File: config.mk
export PLATFORM = sky130hd
export DESIGN_NAME = lap_split_detector_core_flat
export DESIGN_NICKNAME = d
export VERILOG_FILES = /design/src/lsd_pkg.sv /design/src/lsd_sample_if.sv /design/src/lsd_split_if.sv /design/src/lsd_cfg_if.sv /design/src/lap_split_detector_core.sv /design/src/flat_wrapper.sv
export SDC_FILE = /design/constraint.sdc
export NUM_CORES = 1
export LEC_CHECK = 0
export BUFFER_PORTS_ARGS = -buffer_cell sky130_fd_sc_hd__buf_4
export CELL_PAD_IN_SITES_DETAIL_PLACEMENT = 1
export CELL_PAD_IN_SITES_GLOBAL_PLACEMENT = 2
export CORE_MARGIN = 3
export CORE_UTILIZATION = 35
export CTS_CLUSTER_DIAMETER = 60
export DETAILED_ROUTE_END_ITERATION = 7
export HOLD_SLACK_MARGIN = 0.15
export PLACE_DENSITY = 0.83
export REMOVE_ABC_BUFFERS = 1
export SLEW_MARGIN = 20
export SYNTH_ARGS = -nofsm -noshare
export SYNTH_HDL_FRONTEND = slang
export SYNTH_SLANG_ARGS = --single-unit
File: constraint.sdc
create_clock -name clk -period 5.9 [get_ports clk]
set_clock_uncertainty 0.1 [all_clocks]
set_input_delay 0.59 -clock clk [delete_from_list [all_inputs] [get_ports clk]]
set_output_delay 0.59 -clock clk [all_outputs]
set_load 0.01 [all_outputs]
File: src/lsd_pkg.sv
// ----------------------------------------------------------------------------
// lsd_pkg
// Shared types, register indexes and constants of the lap split detector.
// ----------------------------------------------------------------------------
package lsd_pkg;

    localparam int SAMPLE_BITS = 32;
    localparam int SPLIT_BITS  = 24;
    localparam int GAP_BITS    = 24;
    localparam int RATE_BITS   = 14;
    localparam int MODE_BITS   = 2;
    localparam int CFG_IDX_BITS  = 1;
    localparam int CFG_DATA_BITS = 14;

    typedef logic signed [SAMPLE_BITS-1:0] sample_t;
    typedef logic [SPLIT_BITS-1:0]         split_idx_t;
    typedef logic [GAP_BITS-1:0]           gap_cnt_t;
    typedef logic [RATE_BITS-1:0]          rate_t;
    typedef logic [CFG_IDX_BITS-1:0]       cfg_idx_t;
    typedef logic [CFG_DATA_BITS-1:0]      cfg_data_t;

    typedef enum logic [MODE_BITS-1:0] {
        MODE_BEACON     = 2'd0,
        MODE_LAP_TIME   = 2'd1,
        MODE_LAP_NUMBER = 2'd2,
        MODE_DISTANCE   = 2'd3
    } mode_t;

    localparam cfg_idx_t CFG_DETECT_MODE = 1'b0;
    localparam cfg_idx_t CFG_SAMPLE_RATE = 1'b1;

    localparam mode_t    MODE_RESET = MODE_BEACON;
    localparam rate_t    RATE_RESET = 14'd50;
    localparam gap_cnt_t GAP_MAX    = 24'hFFFFFF;

    // Drop thresholds in Q23.8 (5.0 and 300.0)
    localparam logic signed [SAMPLE_BITS:0] LAP_TIME_DROP_Q8 = 33'sd1280;
    localparam logic signed [SAMPLE_BITS:0] DISTANCE_DROP_Q8 = 33'sd76800;

    // Round Q23.8 to integer, half away from zero
    function automatic logic signed [SAMPLE_BITS-8:0] round_q8(input sample_t raw);
        logic signed [SAMPLE_BITS:0] biased;
        biased = $signed({raw[SAMPLE_BITS-1], raw}) + 33'sd128
                 - (raw[SAMPLE_BITS-1] ? 33'sd1 : 33'sd0);
        return biased[SAMPLE_BITS:8];
    endfunction

endpackage

File: src/lsd_sample_if.sv
// ----------------------------------------------------------------------------
// lsd_sample_if
// Sample request channel: one telemetry sample and its series start flag.
// ----------------------------------------------------------------------------
interface lsd_sample_if
    import lsd_pkg::*;
();
    logic    valid;
    logic    ready;
    sample_t sample_value;
    logic    series_start;

    modport source (output valid, output sample_value, output series_start, input ready);
    modport sink   (input valid, input sample_value, input series_start, output ready);
endinterface

File: src/lsd_split_if.sv
// ----------------------------------------------------------------------------
// lsd_split_if
// Split request channel: sample index of one detected lap split.
// ----------------------------------------------------------------------------
interface lsd_split_if
    import lsd_pkg::*;
();
    logic       valid;
    logic       ready;
    split_idx_t split_index;

    modport source (output valid, output split_index, input ready);
    modport sink   (input valid, input split_index, output ready);
endinterface

File: src/lsd_cfg_if.sv
// ----------------------------------------------------------------------------
// lsd_cfg_if
// Configuration write channel: register index and write data.
// ----------------------------------------------------------------------------
interface lsd_cfg_if
    import lsd_pkg::*;
();
    logic      valid;
    logic      ready;
    cfg_idx_t  index;
    cfg_data_t data;

    modport source (output valid, output index, output data, input ready);
    modport sink   (input valid, input index, input data, output ready);
endinterface

File: src/lap_split_detector_core.sv
// ----------------------------------------------------------------------------
// lap_split_detector_core
// Detects lap splits in a telemetry sample stream and reports their indexes.
// ----------------------------------------------------------------------------
//  channel     dir   handshake      payload
//  sample_in   in    valid/ready    sample_value (s32 Q23.8), series_start
//  split_out   out   valid/ready    split_index (u24)
//  cfg         in    valid/ready    index (1b), data (14b)
//
//  One sample per cycle sustained while split_out does not stall; a split is
//  offered once its sample has passed the input register, then the result register.
//  All judging and state update happen in one pass from the input register.
//  rst_n clears the pipeline, the running state and the registers to their
//  defaults (beacon mode, 50 Hz). A stalled split_out holds the result and
//  the sample in the input register; sample_in stays ready while it is empty.
// ----------------------------------------------------------------------------
module lap_split_detector_core
    import lsd_pkg::*;
#(
    parameter int INDEX_BITS = 24
) (
    input  logic        clk,
    input  logic        rst_n,
    lsd_sample_if.sink  sample_in,
    lsd_split_if.source split_out,
    lsd_cfg_if.sink     cfg
);

    typedef logic [INDEX_BITS-1:0] index_t;

    // configuration
    mode_t mode_reg;
    rate_t rate_reg;

    // input register
    logic    s1_valid_reg;
    sample_t s1_value_reg;
    logic    s1_start_reg;

    // running state
    index_t   counter_reg;
    sample_t  prev_reg;
    logic     pulse_reg;
    gap_cnt_t since_reg;
    logic     seen_reg;

    // result register
    logic       out_valid_reg;
    split_idx_t out_index_reg;

    logic advance;
    logic take_in;

    // effective state after a series start
    index_t   cur_idx;
    logic     cur_pulse;
    gap_cnt_t cur_since;
    logic     cur_seen;
    logic     first;

    logic                          active;
    logic signed [SAMPLE_BITS-8:0] rnd_cur;
    logic signed [SAMPLE_BITS-8:0] rnd_prev;
    logic signed [SAMPLE_BITS:0]   drop;
    logic [RATE_BITS-2:0]          gap;
    gap_cnt_t                      gap_dist;
    logic                          gap_ok;
    logic                          split;
    logic [31:0]                   idx_wide;

    index_t   counter_next;
    gap_cnt_t since_next;

    assign advance = s1_valid_reg && (!out_valid_reg || split_out.ready);
    assign take_in = sample_in.valid && sample_in.ready;

    assign sample_in.ready = !s1_valid_reg || advance;
    assign cfg.ready       = 1'b1;

    assign split_out.valid       = out_valid_reg;
    assign split_out.split_index = out_index_reg;

    always_comb
    begin
        cur_idx   = s1_start_reg ? '0   : counter_reg;
        cur_pulse = s1_start_reg ? 1'b0 : pulse_reg;
        cur_since = s1_start_reg ? '0   : since_reg;
        cur_seen  = s1_start_reg ? 1'b0 : seen_reg;
        first     = (cur_idx == '0);

        rnd_cur  = round_q8(s1_value_reg);
        rnd_prev = round_q8(prev_reg);
        active   = (rnd_cur != '0);

        drop = $signed({prev_reg[SAMPLE_BITS-1], prev_reg})
             - $signed({s1_value_reg[SAMPLE_BITS-1], s1_value_reg});

        gap  = (rate_reg[RATE_BITS-1:1] == '0) ? (RATE_BITS-1)'(1) : rate_reg[RATE_BITS-1:1];
        gap_dist = (cur_since == GAP_MAX) ? cur_since : cur_since + 1'b1;
        gap_ok = !cur_seen || (gap_dist >= GAP_BITS'(gap));

        case (mode_reg)
            MODE_BEACON:     split = active && !cur_pulse;
            MODE_LAP_NUMBER: split = !first && (rnd_cur > rnd_prev);
            MODE_LAP_TIME:   split = !first && (drop > LAP_TIME_DROP_Q8) && gap_ok;
            MODE_DISTANCE:   split = !first && (drop > DISTANCE_DROP_Q8) && gap_ok;
            default:         split = 1'b0;
        endcase

        if (split)
            since_next = '0;
        else if (!first)
            since_next = gap_dist;
        else
            since_next = cur_since;

        // saturate the index at all ones
        counter_next = (cur_idx == '1) ? cur_idx : cur_idx + 1'b1;
        idx_wide     = 32'(cur_idx);
    end

    always_ff @(posedge clk or negedge rst_n)
    begin
        if (!rst_n)
        begin
            mode_reg      <= MODE_RESET;
            rate_reg      <= RATE_RESET;
            s1_valid_reg  <= 1'b0;
            counter_reg   <= '0;
            prev_reg      <= '0;
            pulse_reg     <= 1'b0;
            since_reg     <= '0;
            seen_reg      <= 1'b0;
            out_valid_reg <= 1'b0;
        end
        else
        begin
            if (cfg.valid && cfg.ready)
            begin
                unique case (cfg.index)
                    CFG_DETECT_MODE: mode_reg <= mode_t'(cfg.data[MODE_BITS-1:0]);
                    CFG_SAMPLE_RATE: rate_reg <= cfg.data[RATE_BITS-1:0];
                    default: ;
                endcase
            end

            // load the input register, drop it once judged
            if (take_in)
                s1_valid_reg <= 1'b1;
            else if (advance)
                s1_valid_reg <= 1'b0;

            if (advance)
            begin
                counter_reg <= counter_next;
                prev_reg    <= s1_value_reg;
                pulse_reg   <= active;
                since_reg   <= since_next;
                seen_reg    <= cur_seen || split;
            end

            if (advance)
                out_valid_reg <= split;
            else if (split_out.ready)
                out_valid_reg <= 1'b0;
        end
    end

    always_ff @(posedge clk)
    begin
        if (take_in)
        begin
            s1_value_reg <= sample_in.sample_value;
            s1_start_reg <= sample_in.series_start;
        end
        if (advance && split)
            out_index_reg <= idx_wide[SPLIT_BITS-1:0];
    end

    // a result only ever comes from a judged sample
    assert property (@(posedge clk) disable iff (!rst_n)
        $rose(out_valid_reg) |-> $past(advance))
        else $error("split result without a judged sample");

    // a reported split restarts the gap count
    assert property (@(posedge clk) disable iff (!rst_n)
        (advance && split) |=> (since_reg == '0) && seen_reg)
        else $error("gap count not restarted after split");

    // the index only moves back on a series start
    assert property (@(posedge clk) disable iff (!rst_n)
        (advance && !s1_start_reg) |=> (counter_reg >= $past(counter_reg)))
        else $error("sample index went backward");

    // an empty input register always takes a sample
    assert property (@(posedge clk) disable iff (!rst_n)
        !s1_valid_reg |-> sample_in.ready)
        else $error("input stalled while empty");

endmodule
File: src/flat_wrapper.sv
// flat-port wrapper written by rule: the top's interface ports become plain ports
module lap_split_detector_core_flat import lsd_pkg::*;
#(
    parameter int INDEX_BITS = 24
)
  (clk, rst_n, sample_in_valid, sample_in_sample_value, sample_in_series_start, sample_in_ready, split_out_valid, split_out_split_index, split_out_ready, cfg_valid, cfg_index, cfg_data, cfg_ready);
  lsd_sample_if sample_in_i ();
  lsd_split_if split_out_i ();
  lsd_cfg_if cfg_i ();
  input  logic clk;
  input  logic rst_n;
  input wire logic [$bits(sample_in_i.valid)-1:0] sample_in_valid;
  input wire logic [$bits(sample_in_i.sample_value)-1:0] sample_in_sample_value;
  input wire logic [$bits(sample_in_i.series_start)-1:0] sample_in_series_start;
  output wire logic [$bits(sample_in_i.ready)-1:0] sample_in_ready;
  output wire logic [$bits(split_out_i.valid)-1:0] split_out_valid;
  output wire logic [$bits(split_out_i.split_index)-1:0] split_out_split_index;
  input wire logic [$bits(split_out_i.ready)-1:0] split_out_ready;
  input wire logic [$bits(cfg_i.valid)-1:0] cfg_valid;
  input wire logic [$bits(cfg_i.index)-1:0] cfg_index;
  input wire logic [$bits(cfg_i.data)-1:0] cfg_data;
  output wire logic [$bits(cfg_i.ready)-1:0] cfg_ready;
  assign sample_in_i.valid = sample_in_valid;
  assign sample_in_i.sample_value = sample_in_sample_value;
  assign sample_in_i.series_start = sample_in_series_start;
  assign sample_in_ready = sample_in_i.ready;
  assign split_out_valid = split_out_i.valid;
  assign split_out_split_index = split_out_i.split_index;
  assign split_out_i.ready = split_out_ready;
  assign cfg_i.valid = cfg_valid;
  assign cfg_i.index = cfg_index;
  assign cfg_i.data = cfg_data;
  assign cfg_ready = cfg_i.ready;
  lap_split_detector_core #(.INDEX_BITS(INDEX_BITS)) u_core (.clk(clk), .rst_n(rst_n), .sample_in(sample_in_i), .split_out(split_out_i), .cfg(cfg_i));
endmodule
==> results of run 1 <==
[routing by layer]
metal / wire, um / vias up / share of wire (%) / GRT usage [%]
met1: 20510 / 5998 / 48 / 28.31
li1: - / 5866 / - / -
met2: 20260 / 148 / 48 / 35.23
met5: 0 / - / 0 / 0
met4: 736 / 0 / 1.7 / 5.358
met3: 1087 / 31 / 2.6 / 2.702
[cell usage in the layout, fill, tap and decap left out, drive strengths merged, types with 9 or more instances in the layout]
master / count
nand3: 55
nand4: 42
buf: 96
a31oi: 16
nor2b: 39
or3: 9
and3: 21
nand2: 164
nand2b: 21
clkbuf: 18
ha: 134
nor3: 42
inv: 120
mux2: 21
nor2: 79
a211oi: 25
nor4: 16
xor2: 36
edfxtp: 57
o211ai: 18
xnor2: 48
dfrtp: 96
o21a: 17
and2: 14
a21oi: 104
a21o: 51
and4: 10
o21ai: 98
[cells by family (layout without fill, tap and decap cells)]
logic type | Yosys count | count (layout)
adder cells (fa/ha/maj) | 135 | 135
AND/OR/NAND/NOR | 554 | 554
other | 1 | 1
buffers and inverters | 166 | 243
flip-flops | 156 | 156
XOR/XNOR | 84 | 84
multiplexers | 25 | 25
AO/OA/AOI/OAI | 435 | 435
[layout make-up]
| type | instances | area (um^2) | area share [%] |
|---|---|---|---|
| clock buffer | 18 | 439.2 | 2.885 |
| clock inverter | 14 | 158.9 | 1.044 |
| inverter | 114 | 427.9 | 2.811 |
| multi-input combinational | 1234 | 8616 | 56.61 |
| sequential | 156 | 4193 | 27.55 |
| tap | 504 | 630.6 | 4.143 |
| timing repair buffer | 97 | 755.7 | 4.965 |
[where the power goes]
part / internal, uW / switching [uW] / leakage [uW]
clock network: 644 / 513 / 0.000291
registers: 1350 / 191 / 0.00182
logic: 1600 / 2310 / 0.00445
total: 3590 / 3010 / 0.00655
[worst max path at each step]
stage                                         from                                        end  slack [ps]  cells after the start
global route        u_core.prev_reg[4]$_DFFE_PN0P_           u_core.since_reg[11]$_DFFE_PN0P_         -10                     27
finish              u_core.prev_reg[4]$_DFFE_PN0P_         u_core.split_out.valid$_DFFE_PN0P_         340                     26
CTS                 u_core.prev_reg[4]$_DFFE_PN0P_            u_core.since_reg[4]$_DFFE_PN0P_          70                     26
floorplan            u_core.s1_start_reg$_DFFE_PP_  u_core.split_out.split_index[0]$_DFFE_PP_        -330                     18
detailed placement  u_core.prev_reg[4]$_DFFE_PN0P_            u_core.since_reg[4]$_DFFE_PN0P_        -120                     26
global placement    u_core.prev_reg[2]$_DFFE_PN0P_            u_core.since_reg[4]$_DFFE_PN0P_          80                     25
[stage by stage]
stage / hold slack [ps] / setup slack (ps) / area (um^2) / setup TNS [ps]
after floorplan: 194.4 / -328.1 / 13150 / -8170
after global placement: 365.9 / 84.55 / 14500 / 0
after detailed placement: 381.4 / -121.5 / 14500 / -702.2
after CTS: 182.9 / 70.91 / 15130 / 0
after global routing: 186.5 / -11.19 / 15220 / -11.19
final: 206.4 / 338.3 / 15220 / 0
[timing repair]
action / CTS / global route
gates resized for setup: 3 / 15
setup buffers: 0 / 4
pin swaps: 0 / 6
hold buffers: 1 / 0
endpoints found under the setup margin: 19 / 50
hold endpoints to repair: 38 / 0
[worst register-to-register path, cell delays in order (launching register included)]
cell	delay, ps
dfrtp_1	390
inv_1	70
ha_1	310
and4b_1	220
a221oi_2	310
buf_4	180
o211ai_1	150
a21o_1	240
a21oi_2	170
a311o_1	250
a31oi_2	140
nand4_1	130
nand4_1	120
a31oi_2	180
a21oi_1	120
xnor2_1	140
ha_1	310
nand4_1	150
nor2_2	150
nand2_1	80
or4_1	540
nor2_1	110
a21oi_1	140
nand2_2	170
a31oi_2	130
buf_12	220
or2_1	220
==> out/qor.txt, run 1 <==
status: finished clean
Hold Crit Class: input pin to flop
ant diodes: 0
clk sinks: 156
Synth Area in Compound Gates: 21.86%
die area: 40590 um^2
1st-iter DRT viols: 733
Synth Register Bits: 156
Total Routing Usage GR: 20.85%
Critical Path Fanout Max: 26
Setup violations, final: 0
Clock Tree Root: clkbuf_16
Cells after Synth: 1556
most frequent cell after synthesis: nand2_1
largest net degree at the start of global routing: 67
simple-gate share of the synthesized area: 21.56%
Synth Area in XOR/XNOR: 5.558%
PD cells: 433.5 nW/um^2
Adder-Cell Fraction of Synth Area: 12.69%
CTS tree: done
CP Capture Type: flop
Data required, critical path: 6150 ps
post-layout minimum cycle time: 5562 ps
core area: 37140 um^2
Peak VDD IR: 0.1968 mV
global-route wire length before repair: 68540 um
clk_lat worst skew: 460 ps
post-synth top area share: 17.96%
final wirelength: 42590 um
CP delay by family, top: simple AND/OR/NAND/NOR gates
number of global-route vias before repair: 12528
final max-slew violation count: 0
layout cells sized above 1: 11.82%
Final Util: 40.99%
Leak: 0.006553 uW
row cnt: 70
H-tree Lvls: 4
detailed-route DRC error count: 0
WHS Endpoint: u_core.s1_value_reg[17]$_DFFE_PP_
fmax: 179.8 MHz
worst reg2reg path depth: 26
Mapped Area: 13370 um^2
Routed wire per std cell: 19.93 um
via count: 12043
Finished Layout Cells: 2137
worst path bufs/invs: 3
Yosys top cell by area: dfrtp_1
slack of the worst reg-to-reg path: 340 ps
top area cells in the synthesized netlist: dfrtp_1 18%, edfxtp_1 13%, ha_1 13%, nand2_1 4.6%, a21oi_1 3.8%
placed cells: 2100
worst min-delay path startpoint: sample_in_sample_value[17]
Setup crit start kind: flop
Reg clk slew, reported paths: 70 ps
Die H: 201.5 um
Rel. slew slack: 30.86%
crit path DAT: 5810 ps
initial antenna violation count: 0
Die X-Extent: 201.5 um
Avg Inst Size Synth: 8.594 um^2
Post-synth top cells: 163 x nand2_1, 134 x ha_1, 114 x inv_1, 101 x a21oi_1, 96 x dfrtp_1
number of flops mapped to enable cells by yosys: 57
Netlist cell types: 96
Async S/R FF share, synth: 63.46%
slew at the pin closest to its max-slew limit: 1037 ps
total gr overflow: 0
Main synth FF type: dfrtp_1
largest family of logic cells by synthesized area: compound AO/OA/AOI/OAI gates
PortBufs: 78
Final nets: 1808
DP HPWL: 32960 um
yosys warns: 0
RR Endpoint: u_core.split_out.valid$_DFFE_PN0P_
starting density of the core: 36.01%
Max Cap Viol: 0
Hold Path Stages: 1
delay of the slowest cell on the worst path: 540 ps
area delta synth->final: 13.82%
Setup Crit Path Kind: flop to flop
Hold Vio Cnt, Final: 0
multiplexer share of the synthesized area: 2.068%
Pre-antenna DRT Iters: 4
total CTS buffers: 17
Fillers: 4375
Final period util: 94.27%
vias per cell: 5.635
CP max-delay cell: or4_1
worst r2r src: u_core.prev_reg[4]$_DFFE_PN0P_
total power: 6598 uW
Routed Antenna Nets: 0
Max clock buf depth: 2
RD Place Congestion: 0.8332
sequential share of the synthesized area: 31.35%
I/O pins: 80
Note: power is estimated with default switching activity, not from simulation.
==> run 2: changes to the inputs <==
--- a/config.mk
+++ b/config.mk
@@ -12,6 +12,7 @@
 export CORE_UTILIZATION = 35
 export CTS_CLUSTER_DIAMETER = 60
 export DETAILED_ROUTE_END_ITERATION = 7
+export GPL_TIMING_DRIVEN = 0
 export HOLD_SLACK_MARGIN = 0.15
 export PLACE_DENSITY = 0.83
 export REMOVE_ABC_BUFFERS = 1
==> out/qor.txt, run 2 (synthesized netlist as in run 1, its figures left out) <==
status: finished clean
Max Cap Viol: 0 (unchanged)
final max-slew violation count: 0 (unchanged)
post-layout minimum cycle time: 5683 ps (+121.6 ps)
clk sinks: 156 (unchanged)
Routed wire per std cell: 19.79 um (-0.68%)
CP delay by family, top: simple AND/OR/NAND/NOR gates
Final period util: 96.33% (+2.1 points)
delay of the slowest cell on the worst path: 570 ps (+30 ps)
H-tree Lvls: 4 (unchanged)
Final nets: 1812 (+0.22%)
Pre-antenna DRT Iters: 5 (+1)
Routed Antenna Nets: 0 (unchanged)
total gr overflow: 0 (unchanged)
worst path bufs/invs: 1 (-2)
Peak VDD IR: 0.2061 mV (+4.7%)
PD cells: 433.8 nW/um^2 (about the same)
detailed-route DRC error count: 0 (unchanged)
area delta synth->final: 15.09%
final wirelength: 42380 um (-0.49%)
slew at the pin closest to its max-slew limit: 964.3 ps (-72.85 ps)
largest net degree at the start of global routing: 100 (+49%)
global-route wire length before repair: 68250 um (-0.42%)
vias per cell: 5.693 (+1.0%)
Leak: 0.006599 uW (+0.69%)
RD Place Congestion: 0.8582 (+3.0%)
initial antenna violation count: 0 (unchanged)
starting density of the core: 36.01% (unchanged)
CP Capture Type: flop
Hold Vio Cnt, Final: 0 (unchanged)
Total Routing Usage GR: 20.57% (-0.28 points)
Crit path top cell by count: nand4_1
Die X-Extent: 201.5 um (unchanged)
Setup violations, final: 0 (unchanged)
Setup crit start kind: flop
Max clock buf depth: 2 (unchanged)
CP max-delay cell: or4_4
total CTS buffers: 17 (unchanged)
most frequent cells in the layout: 162 x nand2_1, 134 x ha_1, 113 x inv_1
Clock Tree Root: clkbuf_16
die area: 40590 um^2 (unchanged)
DP HPWL: 32210 um (-2.3%)
Data required, critical path: 6150 ps (about the same)
via count: 12189 (+1.2%)
CTS tree: done
PortBufs: 78 (unchanged)
number of global-route vias before repair: 12722 (+1.5%)
hold slack: 207.5 ps (+1.054 ps)
clk_lat worst skew: 450 ps (about the same)
row cnt: 70 (unchanged)
Rel. slew slack: 35.56% (+4.7 points)
Reg clk slew, reported paths: 80 ps (about the same)
Final Util: 41.45% (+0.46 points)
most common cell after layout, fill and taps aside: nand2_1
ant diodes: 0 (unchanged)
Setup Crit Path Kind: flop to flop
core area: 37140 um^2 (unchanged)
setup repair after global routing missed its margin: no
Hold Crit Class: input pin to flop
layout cells sized above 1: 12.58% (+0.77 points)
Die H: 201.5 um (unchanged)
1st-iter DRT viols: 666 (-9.1%)
fmax: 176.0 MHz (-2.1%)
I/O pins: 80 (unchanged)
Critical Path Fanout Max: 11 (-58%)
Post-Route Setup TNS: 0 ps (unchanged)
crit path DAT: 5930 ps (+120 ps)
run 2: changes by cell type in the layout (fill, tap and decap cells not counted), moves of 2 or more:
cell | before | now
clkinv_4 | 3 | 1
buf_8 | 0 | 2
buf_4 | 94 | 92
o31ai_2 | 1 | 3
clkinv_1 | 2 | 0
buf_12 | 2 | 0
o31ai_1 | 6 | 4
clkinv_8 | 0 | 3
buf_16 | 0 | 3
run 2: final cells by class:
cell class / instances / area, um^2
Fill cell: 4404 / 21740
Multi-Input combinational cell: 1235 / 8678
Sequential cell: 156 / 4193
Timing Repair Buffer: 99 / 824.5
Tap cell: 504 / 630.6
Inverter: 114 / 431.7
Clock buffer: 17 / 425.4
Clock inverter: 15 / 202.7
Timing Repair inverter: 1 / 5.005
run 2: stage by stage:
step           instances  area (um^2)  power (uW)  setup slack (ps)
2_1_floorplan       1504        13150        4205            -328.1
3_3_place_gp        2086        14360        5147             -2972
3_5_place_dp        2090        14470        5292             -1170
4_1_cts             2126        15230        6633             8.249
5_1_grt             2141        15390        7228            0.8549
6_report            2141        15390        6677             216.8
run 2: power by group:
group          total (uW)  switching, uW  internal, uW  leakage (uW)
Clock                1210            560           650      0.000304
Sequential           1530            187          1340       0.00182
Combinational        3940           2300          1630       0.00448
run 2: final timing paths:
kind / slack (ps) / endpoint / from / depth (start not counted)
max: 220 / u_core.since_reg[4]$_DFFE_PN0P_ / u_core.prev_reg[4]$_DFFE_PN0P_ / 25
min: 210 / u_core.s1_value_reg[28]$_DFFE_PP_ / sample_in_sample_value[28] / 1
min in group asynchronous: 520 / u_core.counter_reg[16]$_DFFE_PN0P_ / rst_n / 2
min reg2reg: 400 / u_core.pulse_reg$_DFFE_PN0P_ / u_core.pulse_reg$_DFFE_PN0P_ / 2
max reg2reg: 220 / u_core.since_reg[4]$_DFFE_PN0P_ / u_core.prev_reg[4]$_DFFE_PN0P_ / 25
max in group asynchronous: 4470 / u_core.rate_reg[1]$_DFFE_PN1P_ / rst_n / 3
run 2: timing repair:
| action | in CTS | in global routing |
|---|---|---|
| cloned | 2 | 0 |
| endpoints found under the setup margin | 50 | 50 |
| buffers inserted | 2 | 13 |
| gates resized for setup | 20 | 8 |
| hold endpoints to repair | 0 | 36 |
| hold buffers | 0 | 1 |
| pin swaps | 2 | 8 |
run 2: metal layers:
layer / part of all wire (%) / global-route usage (%) / up-vias
met3: 2.7 / 2.831 / 36
li1: - / - / 5883
met4: 1.8 / 5.183 / 0
met5: 0 / 0 / -
met2: 48 / 35.08 / 162
met1: 48 / 27.58 / 6108
==> run 3: changes to the inputs <==
--- a/config.mk
+++ b/config.mk
@@ -5,6 +5,7 @@
 export SDC_FILE = /design/constraint.sdc
 export NUM_CORES = 1
 export LEC_CHECK = 0
+export ABC_CLOCK_PERIOD_IN_PS = 5900
 export BUFFER_PORTS_ARGS = -buffer_cell sky130_fd_sc_hd__buf_4
 export CELL_PAD_IN_SITES_DETAIL_PLACEMENT = 1
 export CELL_PAD_IN_SITES_GLOBAL_PLACEMENT = 2
@@ -14,7 +15,7 @@
 export DETAILED_ROUTE_END_ITERATION = 7
 export GPL_TIMING_DRIVEN = 0
 export HOLD_SLACK_MARGIN = 0.15
-export PLACE_DENSITY = 0.83
+export PLACE_DENSITY = 0.75
 export REMOVE_ABC_BUFFERS = 1
 export SLEW_MARGIN = 20
 export SYNTH_ARGS = -nofsm -noshare
==> constraint.sdc (replaced) <==
create_clock -name clk -period 5.9 [get_ports clk]
set_clock_uncertainty 0.1 [all_clocks]
set_input_delay 1.18 -clock clk [delete_from_list [all_inputs] [get_ports clk]]
set_output_delay 1.18 -clock clk [all_outputs]
set_load 0.01 [all_outputs]
==> out/qor.txt, run 3 (synthesized netlist as in run 1, its figures left out) <==
status: finished clean
post-layout minimum cycle time: 5620 ps (-63.63 ps)
Finished Layout Cells: 2140 (-0.047%)
Die H: 201.5 um (unchanged)
final wirelength: 42390 um (about the same)
placed cells: 2090 (unchanged)
fmax: 177.9 MHz (+1.1%)
Rel. slew slack: 35.14% (-0.42 points)
Setup crit start kind: flop
vias per cell: 5.571 (-2.1%)
row cnt: 70 (unchanged)
RR Endpoint: u_core.since_reg[22]$_DFFE_PN0P_
ant diodes: 0 (unchanged)
most frequent cells in the layout: 162 x nand2_1, 133 x ha_1, 113 x inv_1
Hold Crit Class: flop to flop
WHS Endpoint: u_core.pulse_reg$_DFFE_PN0P_
Final period util: 95.25% (-1.1 points)
clk_lat worst skew: 470 ps (+20 ps)
total CTS buffers: 17 (unchanged)
detailed-route DRC error count: 0 (unchanged)
total gr overflow: 0 (unchanged)
slew at the pin closest to its max-slew limit: 970.6 ps (+6.287 ps)
Fillers: 4398 (-0.14%)
global-route wire length before repair: 68170 um (-0.12%)
Peak VDD IR: 0.1993 mV (-3.3%)
largest net degree at the start of global routing: 100 (unchanged)
die area: 40590 um^2 (unchanged)
DP HPWL: 32760 um (+1.7%)
final max-slew violation count: 0 (unchanged)
RD Place Congestion: 0.8395 (-2.2%)
Leak: 0.006601 uW (about the same)
Critical Path Fanout Max: 9 (-2)
CTS tree: done
Routed wire per std cell: 19.81 um (about the same)
most common cell after layout, fill and taps aside: nand2_1
Max Cap Viol: 0 (unchanged)
worst min-delay path startpoint: u_core.pulse_reg$_DFFE_PN0P_
via count: 11923 (-2.2%)
layout cells sized above 1: 13.08% (+0.50 points)
initial antenna violation count: 0 (unchanged)
1st-iter DRT viols: 570 (-14%)
number of global-route vias before repair: 12417 (-2.4%)
CP Capture Type: flop
Hold Vio Cnt, Final: 0 (unchanged)
Max clock buf depth: 2 (unchanged)
Routed Antenna Nets: 0 (unchanged)
worst r2r src: u_core.prev_reg[3]$_DFFE_PN0P_
PortBufs: 78 (unchanged)
worst reg2reg path depth: 26 (+4.0%)
hold slack: 384.9 ps (+177.4 ps)
crit path DAT: 5890 ps (-40 ps)
Die X-Extent: 201.5 um (unchanged)
core area: 37140 um^2 (unchanged)
area delta synth->final: 15.26%
Final Util: 41.51% (+0.061 points)
clk sinks: 156 (unchanged)
PD cells: 435.3 nW/um^2 (+0.35%)
starting density of the core: 36.01% (unchanged)
Reg clk slew, reported paths: 70 ps (about the same)
Pre-antenna DRT Iters: 5 (unchanged)
H-tree Lvls: 4 (unchanged)
I/O pins: 80 (unchanged)
Total Routing Usage GR: 20.91% (+0.34 points)
Final nets: 1811 (-0.055%)
Hold Buf Count CTS: 0 (unchanged)
Hold Path Stages: 2 (+1)
Data required, critical path: 6170 ps (+20 ps)
Clock Tree Root: clkbuf_16
Setup violations, final: 0 (unchanged)
total power: 6710 uW (+0.49%)
Post-Route Setup TNS: 0 ps (unchanged)
slack of the worst reg-to-reg path: 280 ps (+60 ps)
Setup Crit Path Kind: flop to flop
[run 3: timing repair]
item	CTS	global route
resized for setup	21	22
hold endpoints to repair	0	0
cloned	2	0
endpoints found under the setup margin	50	50
pin swaps	9	14
buffers inserted	8	8
[run 3: report_power, final]
part           internal, uW  total [uW]  switching (uW)
Sequential             1340        1520             175
Clock                   640        1170             535
Combinational          1670        4020            2350
Total                  3650        6710            3060
[run 3: final cells by class]
| cell class | instances | area [um^2] | area share [%] |
|---|---|---|---|
| Sequential cell | 156 | 4193 | 27.20 |
| Tap cell | 504 | 630.6 | 4.091 |
| Clock buffer | 17 | 425.4 | 2.760 |
| Multi-Input combinational cell | 1235 | 8746 | 56.74 |
| Timing Repair inverter | 1 | 5.005 | 0.03247 |
| Clock inverter | 15 | 181.4 | 1.177 |
| Timing Repair Buffer | 98 | 800.8 | 5.195 |
| Inverter | 114 | 431.7 | 2.801 |
[run 3: how the worst max path moves through the flow]
stage,startpoint,end,depth (start not counted)
floorplan,u_core.s1_start_reg$_DFFE_PP_,u_core.split_out.split_index[0]$_DFFE_PP_,18
global placement,u_core.s1_start_reg$_DFFE_PP_,u_core.split_out.split_index[16]$_DFFE_PP_,17
detailed placement,u_core.s1_start_reg$_DFFE_PP_,u_core.split_out.valid$_DFFE_PN0P_,21
CTS,u_core.prev_reg[4]$_DFFE_PN0P_,u_core.since_reg[11]$_DFFE_PN0P_,26
global route,u_core.prev_reg[4]$_DFFE_PN0P_,u_core.since_reg[22]$_DFFE_PN0P_,26
finish,u_core.prev_reg[3]$_DFFE_PN0P_,u_core.since_reg[22]$_DFFE_PN0P_,26
[run 3: per-stage QoR]
step	worst slack (ps)	area (um^2)
6_report	280.4	15410
5_1_grt	-18.50	15410
4_1_cts	0.6941	15250
3_5_place_dp	-1170	14470
3_3_place_gp	-3172	14360
2_1_floorplan	-328.1	13150
[run 3: critical path: stages, from the launching register on]
cell and delay (ps):
dfrtp_1 400, inv_1 70, ha_1 280, a21o_1 220, a221oi_4 340, o211ai_1 190
a21o_1 240, a21oi_2 190, a311o_1 290, a31oi_4 130, nand4_1 140, nand4_1 120
a31oi_2 190, a21oi_1 110, xnor2_1 170, ha_1 340, nand4_1 130, nor2_2 130
nand2_1 120, or4_4 580, nor2_4 140, a21oi_2 90, nand2_2 170, and3_4 280
buf_6 160, nand4_1 100, o221ai_1 100
[run 3: metal layers]
metal / share of wire, % / global-route usage, %
met1: 49 / 28.73
met2: 48 / 35.34
met3: 1.7 / 2.993
met4: 1.1 / 4.037
met5: 0 / 0
